File: config.mk
export PLATFORM = sky130hd
export DESIGN_NAME = two_class_priority_queue
export DESIGN_NICKNAME = d
export VERILOG_FILES = /design/src/design/tcpq_pkg.sv /design/src/design/tcpq_ram.sv /design/src/design/tcpq_ctrl.sv /design/src/design/tcpq_datapath.sv /design/src/design/two_class_priority_queue.sv
export VERILOG_INCLUDE_DIRS = /design/src /design/src/design
export SDC_FILE = /design/constraint.sdc
export NUM_CORES = 2
export LEC_CHECK = 0
export ABC_AREA = 1
export BUFFER_PORTS_ARGS = -buffer_cell sky130_fd_sc_hd__clkbuf_2
export CAP_MARGIN = 5
export CORE_MARGIN = 2
export CORE_UTILIZATION = 50
export CTS_CLUSTER_SIZE = 12
export DETAILED_ROUTE_END_ITERATION = 10
export PLACE_DENSITY = 0.79
export REMOVE_ABC_BUFFERS = 1
export SLEW_MARGIN = 15
export SYNTH_ARGS = -nofsm -noshare
export SYNTH_HDL_FRONTEND = slang
export SYNTH_SLANG_ARGS = --single-unit
File: constraint.sdc
create_clock -name clock -period 5.45 [get_ports clock]
set_input_delay 0.2725 -clock clock [delete_from_list [all_inputs] [get_ports clock]]
set_output_delay 0.2725 -clock clock [all_outputs]
set_load 0.005 [all_outputs]
File: src/design/two_class_priority_queue_assert.svh
// Assertion macros used by the queue datapath.
// Each macro checks one implication under the given clock and reset.
`ifndef TWO_CLASS_PRIORITY_QUEUE_ASSERT_SVH
`define TWO_CLASS_PRIORITY_QUEUE_ASSERT_SVH

`ifndef SYNTHESIS
// Same-cycle implication.
`define TCPQ_ASSERT_IMP(label, clk, rst, ante, cons, msg) \
   label: assert property (@(posedge clk) disable iff (rst) (ante) |-> (cons)) \
      else $error(msg);
// Next-cycle implication.
`define TCPQ_ASSERT_NXT(label, clk, rst, ante, cons, msg) \
   label: assert property (@(posedge clk) disable iff (rst) (ante) |=> (cons)) \
      else $error(msg);
`else
`define TCPQ_ASSERT_IMP(label, clk, rst, ante, cons, msg)
`define TCPQ_ASSERT_NXT(label, clk, rst, ante, cons, msg)
`endif

`endif

File: src/design/tcpq_pkg.sv
`timescale 1ns / 1ps

package tcpq_pkg;

   localparam int QUEUE_DEPTH  = 16;
   localparam int PAYLOAD_BITS = 32;
   localparam int TAG_BITS     = 16;

   localparam int PTR_BITS   = $clog2(QUEUE_DEPTH);
   localparam int CNT_BITS   = $clog2(QUEUE_DEPTH + 1);
   localparam int FIELD_CNT_BITS = 5;
   localparam int CAP_BITS   = 5;
   localparam logic [CAP_BITS-1:0] CAP_RESET = 5'd16;
   localparam int FRAME_BITS = PAYLOAD_BITS + TAG_BITS + 1;

   localparam int MODE_BITS     = 3;
   localparam int REQ_USER_BITS = MODE_BITS + 2;
   localparam int REQ_DATA_RAW  = TAG_BITS + PAYLOAD_BITS;
   localparam int REQ_DATA_BITS = ((REQ_DATA_RAW + 7) / 8) * 8;
   localparam int RSP_USER_BITS = 5;
   localparam int RSP_DATA_RAW  = PAYLOAD_BITS + TAG_BITS + 2 * FIELD_CNT_BITS;
   localparam int RSP_DATA_BITS = ((RSP_DATA_RAW + 7) / 8) * 8;

   localparam logic [MODE_BITS-1:0] MODE_ENQUEUE = 3'd0;
   localparam logic [MODE_BITS-1:0] MODE_PEEK    = 3'd1;
   localparam logic [MODE_BITS-1:0] MODE_RETIRE  = 3'd2;
   localparam logic [MODE_BITS-1:0] MODE_CLOSE   = 3'd3;
   localparam logic [MODE_BITS-1:0] MODE_FLUSH   = 3'd4;
   localparam logic [MODE_BITS-1:0] MODE_REMOVE  = 3'd5;
   localparam logic [MODE_BITS-1:0] MODE_COUNT   = 3'd6;

   typedef enum logic [1:0] {
      ST_OK     = 2'd0,
      ST_FULL   = 2'd1,
      ST_CLOSED = 2'd2,
      ST_EMPTY  = 2'd3
   } status_type;

   // How the latched request is carried out.
   typedef enum logic [1:0] {
      KIND_SINGLE,
      KIND_PEEK,
      KIND_WALK
   } kind_type;

   typedef struct packed {
      logic capture;
      logic exec;
      logic walk_read;
      logic walk_step;
      logic peek_done;
   } cmd_type;

   typedef struct packed {
      kind_type kind;
      logic     walk_last;
      logic     rsp_free;
   } stat_type;

endpackage

File: src/design/tcpq_ram.sv
`timescale 1ns / 1ps

module tcpq_ram #(
   parameter int WIDTH = 8,
   parameter int DEPTH = 16
) (
   input  logic                     clock,
   input  logic                     we,
   input  logic [$clog2(DEPTH)-1:0] waddr,
   input  logic [WIDTH-1:0]         wdata,
   input  logic                     re,
   input  logic [$clog2(DEPTH)-1:0] raddr,
   output logic [WIDTH-1:0]         rdata
);

   logic [WIDTH-1:0] mem_ff [DEPTH];
   logic [WIDTH-1:0] rdata_ff;

   // write port and registered read port
   always_ff @(posedge clock) begin
      if (we) begin
         mem_ff[waddr] <= wdata;
      end
      if (re) begin
         rdata_ff <= mem_ff[raddr];
      end
   end

   assign rdata = rdata_ff;

endmodule

File: src/design/tcpq_ctrl.sv
`timescale 1ns / 1ps

module tcpq_ctrl
   import tcpq_pkg::*;
(
   input  logic     clock,
   input  logic     reset,
   input  logic     req_tvalid,
   output logic     req_tready,
   input  stat_type stat,
   output cmd_type  cmd
);

   typedef enum logic [2:0] {
      S_IDLE,
      S_EXEC,
      S_PEEK,
      S_WALK_RD,
      S_WALK_CHK
   } state_type;

   state_type state_ff, state_in;

   // sequence one request at a time
   always_comb begin
      state_in = state_ff;
      cmd      = '0;
      case (state_ff)
         S_IDLE: begin
            if (req_tvalid) begin
               cmd.capture = 1'b1;
               state_in    = S_EXEC;
            end
         end
         S_EXEC: begin
            case (stat.kind)
               KIND_PEEK: begin
                  cmd.exec = 1'b1;
                  state_in = S_PEEK;
               end
               KIND_WALK: begin
                  cmd.exec = 1'b1;
                  state_in = S_WALK_RD;
               end
               default: begin
                  if (stat.rsp_free) begin
                     cmd.exec = 1'b1;
                     state_in = S_IDLE;
                  end
               end
            endcase
         end
         S_PEEK: begin
            if (stat.rsp_free) begin
               cmd.peek_done = 1'b1;
               state_in      = S_IDLE;
            end
         end
         S_WALK_RD: begin
            cmd.walk_read = 1'b1;
            state_in      = S_WALK_CHK;
         end
         S_WALK_CHK: begin
            if (!stat.walk_last) begin
               cmd.walk_step = 1'b1;
               state_in      = S_WALK_RD;
            end else if (stat.rsp_free) begin
               cmd.walk_step = 1'b1;
               state_in      = S_IDLE;
            end
         end
         default: begin
            state_in = S_IDLE;
         end
      endcase
   end

   always_ff @(posedge clock) begin
      if (reset) begin
         state_ff <= S_IDLE;
      end else begin
         state_ff <= state_in;
      end
   end

   assign req_tready = (state_ff == S_IDLE);

endmodule

File: src/design/tcpq_datapath.sv
`timescale 1ns / 1ps

`include "two_class_priority_queue_assert.svh"

module tcpq_datapath
   import tcpq_pkg::*;
(
   input  logic                    clock,
   input  logic                    reset,
   input  logic [MODE_BITS-1:0]    req_mode,
   input  logic                    req_is_control,
   input  logic                    req_is_tagged,
   input  logic [TAG_BITS-1:0]     req_generation,
   input  logic [PAYLOAD_BITS-1:0] req_payload,
   input  logic                    csr_valid,
   input  logic [CAP_BITS-1:0]     csr_data,
   input  cmd_type                 cmd,
   output stat_type                stat,
   input  logic                    rsp_tready,
   output logic                    rsp_valid,
   output status_type              rsp_status,
   output logic [PAYLOAD_BITS-1:0] rsp_head_payload,
   output logic                    rsp_head_is_control,
   output logic                    rsp_head_is_tagged,
   output logic [TAG_BITS-1:0]     rsp_head_generation,
   output logic [FIELD_CNT_BITS-1:0] rsp_item_count,
   output logic [FIELD_CNT_BITS-1:0] rsp_total_queued,
   output logic                    rsp_accepting
);

   // pointer plus offset, wrapped to the store depth
   function automatic logic [PTR_BITS-1:0] wrap_add(input logic [PTR_BITS-1:0] base,
                                                    input logic [CNT_BITS-1:0] off);
      logic [CNT_BITS:0] sum;
      sum = (CNT_BITS+1)'(base) + (CNT_BITS+1)'(off);
      if (sum >= (CNT_BITS+1)'(QUEUE_DEPTH)) begin
         sum = sum - (CNT_BITS+1)'(QUEUE_DEPTH);
      end
      return sum[PTR_BITS-1:0];
   endfunction

   // latched request
   logic [MODE_BITS-1:0]    mode_ff;
   logic                    ctl_ff, tag_ff;
   logic [TAG_BITS-1:0]     gen_ff;
   logic [PAYLOAD_BITS-1:0] pay_ff;

   // queue state
   logic [CAP_BITS-1:0] cap_ff;
   logic [CNT_BITS-1:0] ccount_ff, ccount_in, fcount_ff, fcount_in;
   logic [PTR_BITS-1:0] chead_ff, chead_in, fhead_ff, fhead_in;
   logic                open_ff, open_in, peeked_ff, peeked_in;
   logic [CNT_BITS-1:0] k_ff, k_in, j_ff, j_in, cnt_ff, cnt_in;

   // response register
   logic                    rsp_valid_ff;
   status_type              rsp_status_ff;
   logic [PAYLOAD_BITS-1:0] rsp_hp_ff;
   logic                    rsp_hc_ff, rsp_ht_ff, rsp_open_ff;
   logic [TAG_BITS-1:0]     rsp_hg_ff;
   logic [FIELD_CNT_BITS-1:0] rsp_cnt_ff, rsp_total_ff;

   // result of the current step
   logic                    load;
   status_type              res_status;
   logic [PAYLOAD_BITS-1:0] res_hp;
   logic                    res_hc, res_ht;
   logic [TAG_BITS-1:0]     res_hg;
   logic [CNT_BITS-1:0]     res_cnt;

   // store ports
   logic                    c_we, f_we;
   logic [PTR_BITS-1:0]     c_waddr, f_waddr, f_raddr;
   logic [FRAME_BITS-1:0]   f_wdata, f_rdata;
   logic [PAYLOAD_BITS-1:0] c_rdata;
   logic                    ram_re;

   logic [CNT_BITS-1:0] limit, frame_limit, total;
   logic                rsp_free, walk_last, match, peek_hit, walk_req;

   tcpq_ram #(.WIDTH(PAYLOAD_BITS), .DEPTH(QUEUE_DEPTH)) u_control_ram (
      .clock (clock),
      .we    (c_we),
      .waddr (c_waddr),
      .wdata (pay_ff),
      .re    (ram_re),
      .raddr (chead_ff),
      .rdata (c_rdata)
   );

   tcpq_ram #(.WIDTH(FRAME_BITS), .DEPTH(QUEUE_DEPTH)) u_frame_ram (
      .clock (clock),
      .we    (f_we),
      .waddr (f_waddr),
      .wdata (f_wdata),
      .re    (ram_re),
      .raddr (f_raddr),
      .rdata (f_rdata)
   );

   // limit in use and derived status
   always_comb begin
      if (32'(cap_ff) < QUEUE_DEPTH) begin
         limit = CNT_BITS'(cap_ff);
      end else begin
         limit = CNT_BITS'(QUEUE_DEPTH);
      end
      frame_limit = (limit != '0) ? limit - CNT_BITS'(1) : '0;
   end

   assign total     = ccount_ff + fcount_ff;
   assign rsp_free  = !rsp_valid_ff || rsp_tready;
   assign walk_last = ((k_ff + CNT_BITS'(1)) == fcount_ff);
   assign match     = f_rdata[FRAME_BITS-1] &&
                      (f_rdata[PAYLOAD_BITS +: TAG_BITS] == gen_ff);
   assign peek_hit  = (mode_ff == MODE_PEEK) && (total != '0);
   assign walk_req  = ((mode_ff == MODE_REMOVE) || (mode_ff == MODE_COUNT)) &&
                      (gen_ff != '0) && (fcount_ff != '0);

   always_comb begin
      stat.rsp_free  = rsp_free;
      stat.walk_last = walk_last;
      if (peek_hit) begin
         stat.kind = KIND_PEEK;
      end else if (walk_req) begin
         stat.kind = KIND_WALK;
      end else begin
         stat.kind = KIND_SINGLE;
      end
   end

   assign ram_re  = cmd.exec || cmd.walk_read;
   assign f_raddr = cmd.walk_read ? wrap_add(fhead_ff, k_ff) : fhead_ff;

   // next state of the queue and the step result
   always_comb begin
      ccount_in  = ccount_ff;
      fcount_in  = fcount_ff;
      chead_in   = chead_ff;
      fhead_in   = fhead_ff;
      open_in    = open_ff;
      peeked_in  = peeked_ff;
      k_in       = k_ff;
      j_in       = j_ff;
      cnt_in     = cnt_ff;
      c_we       = 1'b0;
      c_waddr    = wrap_add(chead_ff, ccount_ff);
      f_we       = 1'b0;
      f_waddr    = wrap_add(fhead_ff, fcount_ff);
      f_wdata    = {tag_ff, gen_ff, pay_ff};
      load       = 1'b0;
      res_status = ST_OK;
      res_hp     = '0;
      res_hc     = 1'b0;
      res_ht     = 1'b0;
      res_hg     = '0;
      res_cnt    = '0;

      if (cmd.exec) begin
         load = (stat.kind == KIND_SINGLE);
         case (mode_ff)
            MODE_ENQUEUE: begin
               if (!open_ff) begin
                  res_status = ST_CLOSED;
               end else if ((total >= limit) || (!ctl_ff && (fcount_ff >= frame_limit))) begin
                  res_status = ST_FULL;
               end else if (ctl_ff) begin
                  c_we      = 1'b1;
                  ccount_in = ccount_ff + CNT_BITS'(1);
               end else begin
                  f_we      = 1'b1;
                  fcount_in = fcount_ff + CNT_BITS'(1);
               end
            end
            MODE_PEEK: begin
               if (ccount_ff != '0) begin
                  peeked_in = 1'b1;
               end else if (fcount_ff != '0) begin
                  peeked_in = 1'b0;
               end else begin
                  res_status = ST_EMPTY;
               end
            end
            MODE_RETIRE: begin
               if (peeked_ff && (ccount_ff != '0)) begin
                  chead_in  = wrap_add(chead_ff, CNT_BITS'(1));
                  ccount_in = ccount_ff - CNT_BITS'(1);
               end else if (!peeked_ff && (fcount_ff != '0)) begin
                  fhead_in  = wrap_add(fhead_ff, CNT_BITS'(1));
                  fcount_in = fcount_ff - CNT_BITS'(1);
               end else begin
                  res_status = ST_EMPTY;
               end
            end
            MODE_CLOSE: begin
               open_in = 1'b0;
            end
            MODE_FLUSH: begin
               res_cnt   = total;
               ccount_in = '0;
               fcount_in = '0;
            end
            MODE_REMOVE, MODE_COUNT: begin
               if (walk_req) begin
                  k_in   = '0;
                  j_in   = '0;
                  cnt_in = '0;
               end
            end
            default: begin
            end
         endcase
      end

      // head item arrives from the store picked at peek time
      if (cmd.peek_done) begin
         load = 1'b1;
         if (peeked_ff) begin
            res_hp = c_rdata;
            res_hc = 1'b1;
         end else begin
            res_hp = f_rdata[PAYLOAD_BITS-1:0];
            res_ht = f_rdata[FRAME_BITS-1];
            res_hg = f_rdata[PAYLOAD_BITS +: TAG_BITS];
         end
      end

      // count matches, compact the survivors when removing
      if (cmd.walk_step) begin
         k_in = k_ff + CNT_BITS'(1);
         if (match) begin
            cnt_in = cnt_ff + CNT_BITS'(1);
         end else if (mode_ff == MODE_REMOVE) begin
            f_we    = 1'b1;
            f_waddr = wrap_add(fhead_ff, j_ff);
            f_wdata = f_rdata;
            j_in    = j_ff + CNT_BITS'(1);
         end
         if (walk_last) begin
            load    = 1'b1;
            res_cnt = cnt_in;
            if (mode_ff == MODE_REMOVE) begin
               fcount_in = j_in;
            end
         end
      end
   end

   // request latch and result payload
   always_ff @(posedge clock) begin
      if (cmd.capture) begin
         mode_ff <= req_mode;
         ctl_ff  <= req_is_control;
         tag_ff  <= req_is_tagged;
         gen_ff  <= req_generation;
         pay_ff  <= req_payload;
      end
      if (load) begin
         rsp_status_ff <= res_status;
         rsp_hp_ff     <= res_hp;
         rsp_hc_ff     <= res_hc;
         rsp_ht_ff     <= res_ht;
         rsp_hg_ff     <= res_hg;
         rsp_cnt_ff    <= FIELD_CNT_BITS'(res_cnt);
         rsp_total_ff  <= FIELD_CNT_BITS'(ccount_in + fcount_in);
         rsp_open_ff   <= open_in;
      end
   end

   // queue control state
   always_ff @(posedge clock) begin
      if (reset) begin
         cap_ff       <= CAP_RESET;
         ccount_ff    <= '0;
         fcount_ff    <= '0;
         chead_ff     <= '0;
         fhead_ff     <= '0;
         open_ff      <= 1'b1;
         peeked_ff    <= 1'b0;
         k_ff         <= '0;
         j_ff         <= '0;
         cnt_ff       <= '0;
         rsp_valid_ff <= 1'b0;
      end else begin
         if (csr_valid) begin
            cap_ff <= csr_data;
         end
         ccount_ff <= ccount_in;
         fcount_ff <= fcount_in;
         chead_ff  <= chead_in;
         fhead_ff  <= fhead_in;
         open_ff   <= open_in;
         peeked_ff <= peeked_in;
         k_ff      <= k_in;
         j_ff      <= j_in;
         cnt_ff    <= cnt_in;
         if (load) begin
            rsp_valid_ff <= 1'b1;
         end else if (rsp_tready) begin
            rsp_valid_ff <= 1'b0;
         end
      end
   end

   assign rsp_valid           = rsp_valid_ff;
   assign rsp_status          = rsp_status_ff;
   assign rsp_head_payload    = rsp_hp_ff;
   assign rsp_head_is_control = rsp_hc_ff;
   assign rsp_head_is_tagged  = rsp_ht_ff;
   assign rsp_head_generation = rsp_hg_ff;
   assign rsp_item_count      = rsp_cnt_ff;
   assign rsp_total_queued    = rsp_total_ff;
   assign rsp_accepting       = rsp_open_ff;

   `TCPQ_ASSERT_IMP(a_total_bounded, clock, reset, 1'b1, (CNT_BITS+1)'(ccount_ff) + (CNT_BITS+1)'(fcount_ff) <= (CNT_BITS+1)'(QUEUE_DEPTH), "queue holds more items than storage")
   `TCPQ_ASSERT_IMP(a_load_when_free, clock, reset, load, !rsp_valid_ff || rsp_tready, "result overwrites a beat not yet taken")
   `TCPQ_ASSERT_IMP(a_compact_behind, clock, reset, cmd.walk_step, (j_ff <= k_ff) && (k_ff < fcount_ff), "compaction write passes the read position")
   `TCPQ_ASSERT_NXT(a_remove_shrinks, clock, reset, cmd.walk_step && walk_last, fcount_ff <= $past(fcount_ff), "tag walk grew the frame count")

endmodule

File: src/design/two_class_priority_queue.sv
`timescale 1ns / 1ps
// Enqueue, retire, close, flush, empty peek, unused modes and walks with a zero tag or no
// frames load their result beat from the execute state; a peek with an item reads the store first.
// A new request is taken only once the last one is done, and result loads wait for a free
// response register; remove/count tag run a read/check loop over the frame store.
// Reset (synchronous, active high): both FIFOs empty, intake open, capacity 16;
// store contents are not cleared.

module two_class_priority_queue
   import tcpq_pkg::*;
(
   input  logic                     clock,
   input  logic                     reset,
   input  logic                     req_tvalid,
   output logic                     req_tready,
   // mode, is_control, is_tagged
   input  logic [REQ_USER_BITS-1:0] req_tuser,
   // generation, payload
   input  logic [REQ_DATA_BITS-1:0] req_tdata,
   input  logic                     csr_valid,
   output logic                     csr_ready,
   input  logic [CAP_BITS-1:0]      csr_data,
   output logic                     rsp_tvalid,
   input  logic                     rsp_tready,
   // status, head_is_control, head_is_tagged, accepting
   output logic [RSP_USER_BITS-1:0] rsp_tuser,
   // head_payload, head_generation, item_count, total_queued, zero fill
   output logic [RSP_DATA_BITS-1:0] rsp_tdata
);

   cmd_type    cmd;
   stat_type   stat;
   status_type rsp_status;
   logic [PAYLOAD_BITS-1:0]   rsp_head_payload;
   logic                      rsp_head_is_control, rsp_head_is_tagged, rsp_accepting;
   logic [TAG_BITS-1:0]       rsp_head_generation;
   logic [FIELD_CNT_BITS-1:0] rsp_item_count, rsp_total_queued;

   assign csr_ready = 1'b1;

   tcpq_ctrl u_ctrl (
      .clock      (clock),
      .reset      (reset),
      .req_tvalid (req_tvalid),
      .req_tready (req_tready),
      .stat       (stat),
      .cmd        (cmd)
   );

   tcpq_datapath u_datapath (
      .clock               (clock),
      .reset               (reset),
      .req_mode            (req_tuser[MODE_BITS-1:0]),
      .req_is_control      (req_tuser[MODE_BITS]),
      .req_is_tagged       (req_tuser[MODE_BITS+1]),
      .req_generation      (req_tdata[TAG_BITS-1:0]),
      .req_payload         (req_tdata[TAG_BITS +: PAYLOAD_BITS]),
      .csr_valid           (csr_valid),
      .csr_data            (csr_data),
      .cmd                 (cmd),
      .stat                (stat),
      .rsp_tready          (rsp_tready),
      .rsp_valid           (rsp_tvalid),
      .rsp_status          (rsp_status),
      .rsp_head_payload    (rsp_head_payload),
      .rsp_head_is_control (rsp_head_is_control),
      .rsp_head_is_tagged  (rsp_head_is_tagged),
      .rsp_head_generation (rsp_head_generation),
      .rsp_item_count      (rsp_item_count),
      .rsp_total_queued    (rsp_total_queued),
      .rsp_accepting       (rsp_accepting)
   );

   // pack the result beat
   assign rsp_tuser = {rsp_accepting, rsp_head_is_tagged, rsp_head_is_control,
                       logic'(rsp_status[1]), logic'(rsp_status[0])};
   assign rsp_tdata = RSP_DATA_BITS'({rsp_total_queued, rsp_item_count,
                                      rsp_head_generation, rsp_head_payload});

endmodule

==> flow_summary.ini <==
[detailed_routing]
firstDrtPassIters = 9
wl_per_cell_um = 24.1
post-route-drc-count = 0
routed_via_density = 6.15
route.antenna.remaining_nets = 0
drtIter0Drc = 6124
vias = 40900
postRouteWirelength_um = 160000

[run_status]
run_status = complete, no violations

[critical_path]
end_kind = flop
cp.arrival_ns = 4.98
crit_path_start_kind = flop
cp_data_required_time_ns = 5.88
critPathMaxFanout = 22
worstSetupPathType = reg2reg

[floorplan]
placeable_core_area_um2 = 122000
floorplan.rows = 128
die_ar_um2 = 126000
initial_core_util_pct = 50.4
horizontal_extent_of_the_die_um = 355
die_height_um = 355
floorplan.io_pins = 135

[grt]
grt_antenna_before_repair = 3
pin_count_of_the_biggest_net_entering_global_routing = 206
grt_usage_pct = 25.0
globalRoute.totalOverflow = 0
first_global_vias = 39600
grt_pass1_wl_um = 240000

[placed_design]
io_buffers = 127
detailedPlace.worstSlack_ns = 0.949
finalWeightedCongestion = 0.878
dpl.cell_count = 6340
dp_hpwl_um = 89000

[finish]
fillerInstances = 9016
layout.cells.most_common = sky130_fd_sc_hd__edfxtp_1
synthToLayoutAreaGrowth_pct = 13.7
finalNonFillerCells = 6649
nNetsFinal = 5051
drive_gt1_share_pct = 10.5
layout.cells.most_common_list = sky130_fd_sc_hd__edfxtp_1 (1,493), sky130_fd_sc_hd__o21ai_0 (693), sky130_fd_sc_hd__nor2_1 (642)
n_antenna_cell = 0

[synth]
post_synth_instance_area_um2 = 61400
postSynthRegisterBits = 1537
synth.lib_cells_used.distinct = 53
yosysWarningCount = 0
synthCells = 4757
synth_async_sr_flop_share_pct = 0
synth.avg_cell_area_um2 = 12.9
synth.area.top_cells = sky130_fd_sc_hd__edfxtp_1 (73%), sky130_fd_sc_hd__o21ai_0 (5.7%), sky130_fd_sc_hd__nor2_1 (4.1%)
synth_top_area_share_pct = 73.0
yosys.area_share.simple_pct = 9.24
synth_top_family_by_area = compound AO/OA/AOI/OAI gates
synth-compound-area-share_pct = 11.7
multiplexer_share_of_the_synthesized_area_pct = 0
synth_adder_area_share_pct = 0.990
yosysSeqAreaShare_pct = 74.4
synth_ff_type = sky130_fd_sc_hd__edfxtp_1
post_synth_xor_area_fraction_pct = 0.470
post-synth-top-area-cell = sky130_fd_sc_hd__edfxtp_1
synth_enable_flop_cells = 1493

[pwr]
power_density_nw_per_um2 = 340
cellInternalPower_w = 0.0188
peak_supply_drop_uv = 237
p_total_w = 0.0238
switching_power_w = 0.00499
proportion_of_power_drawn_by_flip_flops_and_latches_pct = 55.8
cellLeakagePower_nw = 23.8
power.share.clock_pct = 41.7
comb_power_share_pct = 2.6
switching_share_pct = 21.0

[sta]
period_share_pct = 83.6
setup-tns-final_ns = 0
relSlewSlack_pct = 20.1
setup_viol_count_final = 0
final.min_clock_period_ns = 4.56
timing.final.hold_violations = 0
max_slew_vio_count = 0
setup_slack_ns = 0.893
fin_hold_ws_ns = 0.213
grt_setup_unrepaired = no
timing.fmax_mhz = 219
skew_ns = 0.0598
timing_worst_slew_pin_value_ns = 1.19

[clocking]
h-tree-depth = 4
clockRootBuffer = sky130_fd_sc_hd__clkbuf_16
postCtsResizedCells = 0
clock-sinks = 1537
clock_latency_ns = 0.80
clockBufferDepth = 3
cts_tree = yes
cts.clk_slew.worst_paths_ns = 0.06
cts_buffers = 155

[min_path]
hold_path.class = in2reg

[run]
max_cap_violations = 0
## layer usage
metal	track usage [%]	part of all wire, %	vias up
met4	9.87	3.7	4
li1	-	-	17900
met5	0	0.021	-
met2	40.4	48	2726
met1	34.3	37	19900
met3	4.09	11	385
## stage by stage
step	utilization (%)	cell area (µm²)
after CTS	57.3	69800
after detailed placement	52.9	64400
final	57.3	69800
after global placement	52.9	64400
after floorplan	-	60200
after global routing	57.3	69800
## flip-flops by register name, indices dropped and copies added (netlist names), 4 cells and up
register and cells:
u_datapath.u_frame_ram.mem_ff 784, u_datapath.u_control_ram.mem_ff 512, u_datapath.u_frame_ram.rdata 49, u_datapath.pay_ff 32, u_datapath.rsp_head_payload 32, u_datapath.u_control_ram.rdata 32, u_datapath.gen_ff 16, u_datapath.rsp_head_generation 16
u_datapath.cap_ff 5, u_datapath.ccount_ff 5, u_datapath.cnt_ff 5, u_datapath.fcount_ff 5, u_datapath.j_ff 5, u_datapath.k_ff 5, u_datapath.rsp_item_count 5, u_datapath.rsp_total_queued 5
u_datapath.chead_ff 4, u_datapath.fhead_ff 4
## power groups by stage
stage,clock network [W],logic [W],registers [W]
5_1_grt,0.0104,0.000656,0.0133
6_report,0.00990,0.000606,0.0133
3_3_place_gp,0,0.000539,0.0135
3_5_place_dp,0,0.000554,0.0135
2_1_floorplan,0,0.000264,0.0135
4_1_cts,0.00996,0.000599,0.0133
## worst max-delay path: stages (launching register included)
cell and delay (ns):
sky130_fd_sc_hd__dfxtp_1 0.40, sky130_fd_sc_hd__ha_1 0.27, sky130_fd_sc_hd__fa_1 0.41, sky130_fd_sc_hd__xor2_1 0.27
sky130_fd_sc_hd__ha_1 0.28, sky130_fd_sc_hd__nand2_1 0.08, sky130_fd_sc_hd__nand2_1 0.05, sky130_fd_sc_hd__nand2_1 0.05
sky130_fd_sc_hd__nand2_1 0.06, sky130_fd_sc_hd__nand2_1 0.13, sky130_fd_sc_hd__nand2_1 0.07, sky130_fd_sc_hd__nor2_1 0.22
sky130_fd_sc_hd__nand2_1 0.20, sky130_fd_sc_hd__nor3_1 0.48, sky130_fd_sc_hd__nand2_1 0.36, sky130_fd_sc_hd__nor2_4 0.44
sky130_fd_sc_hd__buf_4 0.43
## worst paths after layout
path,end,cells past startpoint,start,slack (ns)
hold reg to reg,u_datapath.k_ff[4]$_SDFFE_PP0P_,2,u_datapath.k_ff[4]$_SDFFE_PP0P_,0.48
setup / recovery,u_datapath.u_control_ram.mem_ff[11][5]$_DFFE_PP_,16,u_datapath.fcount_ff[0]$_SDFF_PP0_,0.89
hold / removal,u_datapath.pay_ff[7]$_DFFE_PP_,2,req_tdata[23],0.21
setup reg to reg,u_datapath.u_control_ram.mem_ff[11][5]$_DFFE_PP_,16,u_datapath.fcount_ff[0]$_SDFF_PP0_,0.89
## repair_timing
action	CTS	global route
hold buffers	71	0
hold endpoints to repair	62	0
buffers inserted	0	0
## logic make-up (layout without fill, tap and decap cells)
group | count (synthesis) | after routing
AOI/OAI and AO/OA | 1254 | 1254
other | 2 | 7
buffers and inverters | 489 | 751
xor gates and xnor gates | 33 | 33
adders and majority gates | 45 | 45
and+or+nand+nor | 1397 | 1397
DFF | 1537 | 1537
## synth_stat cells, types with 5 or more instances
library cell               count
sky130_fd_sc_hd__buf_2        41
sky130_fd_sc_hd__o21ai_0     697
sky130_fd_sc_hd__inv_2        11
sky130_fd_sc_hd__nor2_1      677
sky130_fd_sc_hd__edfxtp_1   1493
sky130_fd_sc_hd__inv_1       180
sky130_fd_sc_hd__nor3_1       15
sky130_fd_sc_hd__nand4_1      47
sky130_fd_sc_hd__a21oi_1     130
sky130_fd_sc_hd__o22ai_1     149
sky130_fd_sc_hd__fa_1          6
sky130_fd_sc_hd__a221oi_1     37
sky130_fd_sc_hd__dfxtp_1      44
sky130_fd_sc_hd__nand2_1     492
sky130_fd_sc_hd__ha_1         39
sky130_fd_sc_hd__o21ai_1      73
sky130_fd_sc_hd__buf_1        20
sky130_fd_sc_hd__o211ai_1     34
sky130_fd_sc_hd__xor2_1       22
sky130_fd_sc_hd__buf_6         5
sky130_fd_sc_hd__buf_4        10
sky130_fd_sc_hd__clkbuf_1    220
sky130_fd_sc_hd__nand3_1     132
sky130_fd_sc_hd__nand2_2       7
sky130_fd_sc_hd__a31oi_1       7
sky130_fd_sc_hd__xnor2_1      11
sky130_fd_sc_hd__o221ai_1    112
sky130_fd_sc_hd__nor4_1        6
## layout make-up
cell class                      count  area (µm²)  share of cell area, %
Clock buffer                      196        4090                   5.86
Clock inverter                     42         561                  0.803
Inverter                          193         744                   1.07
Multi-Input combinational cell   2736       14100                   20.2
Sequential cell                  1537       45700                   65.5
Tap cell                         1625        2030                   2.91
Timing Repair Buffer              320        2560                   3.67
Note: power is estimated with default switching activity, not from simulation.
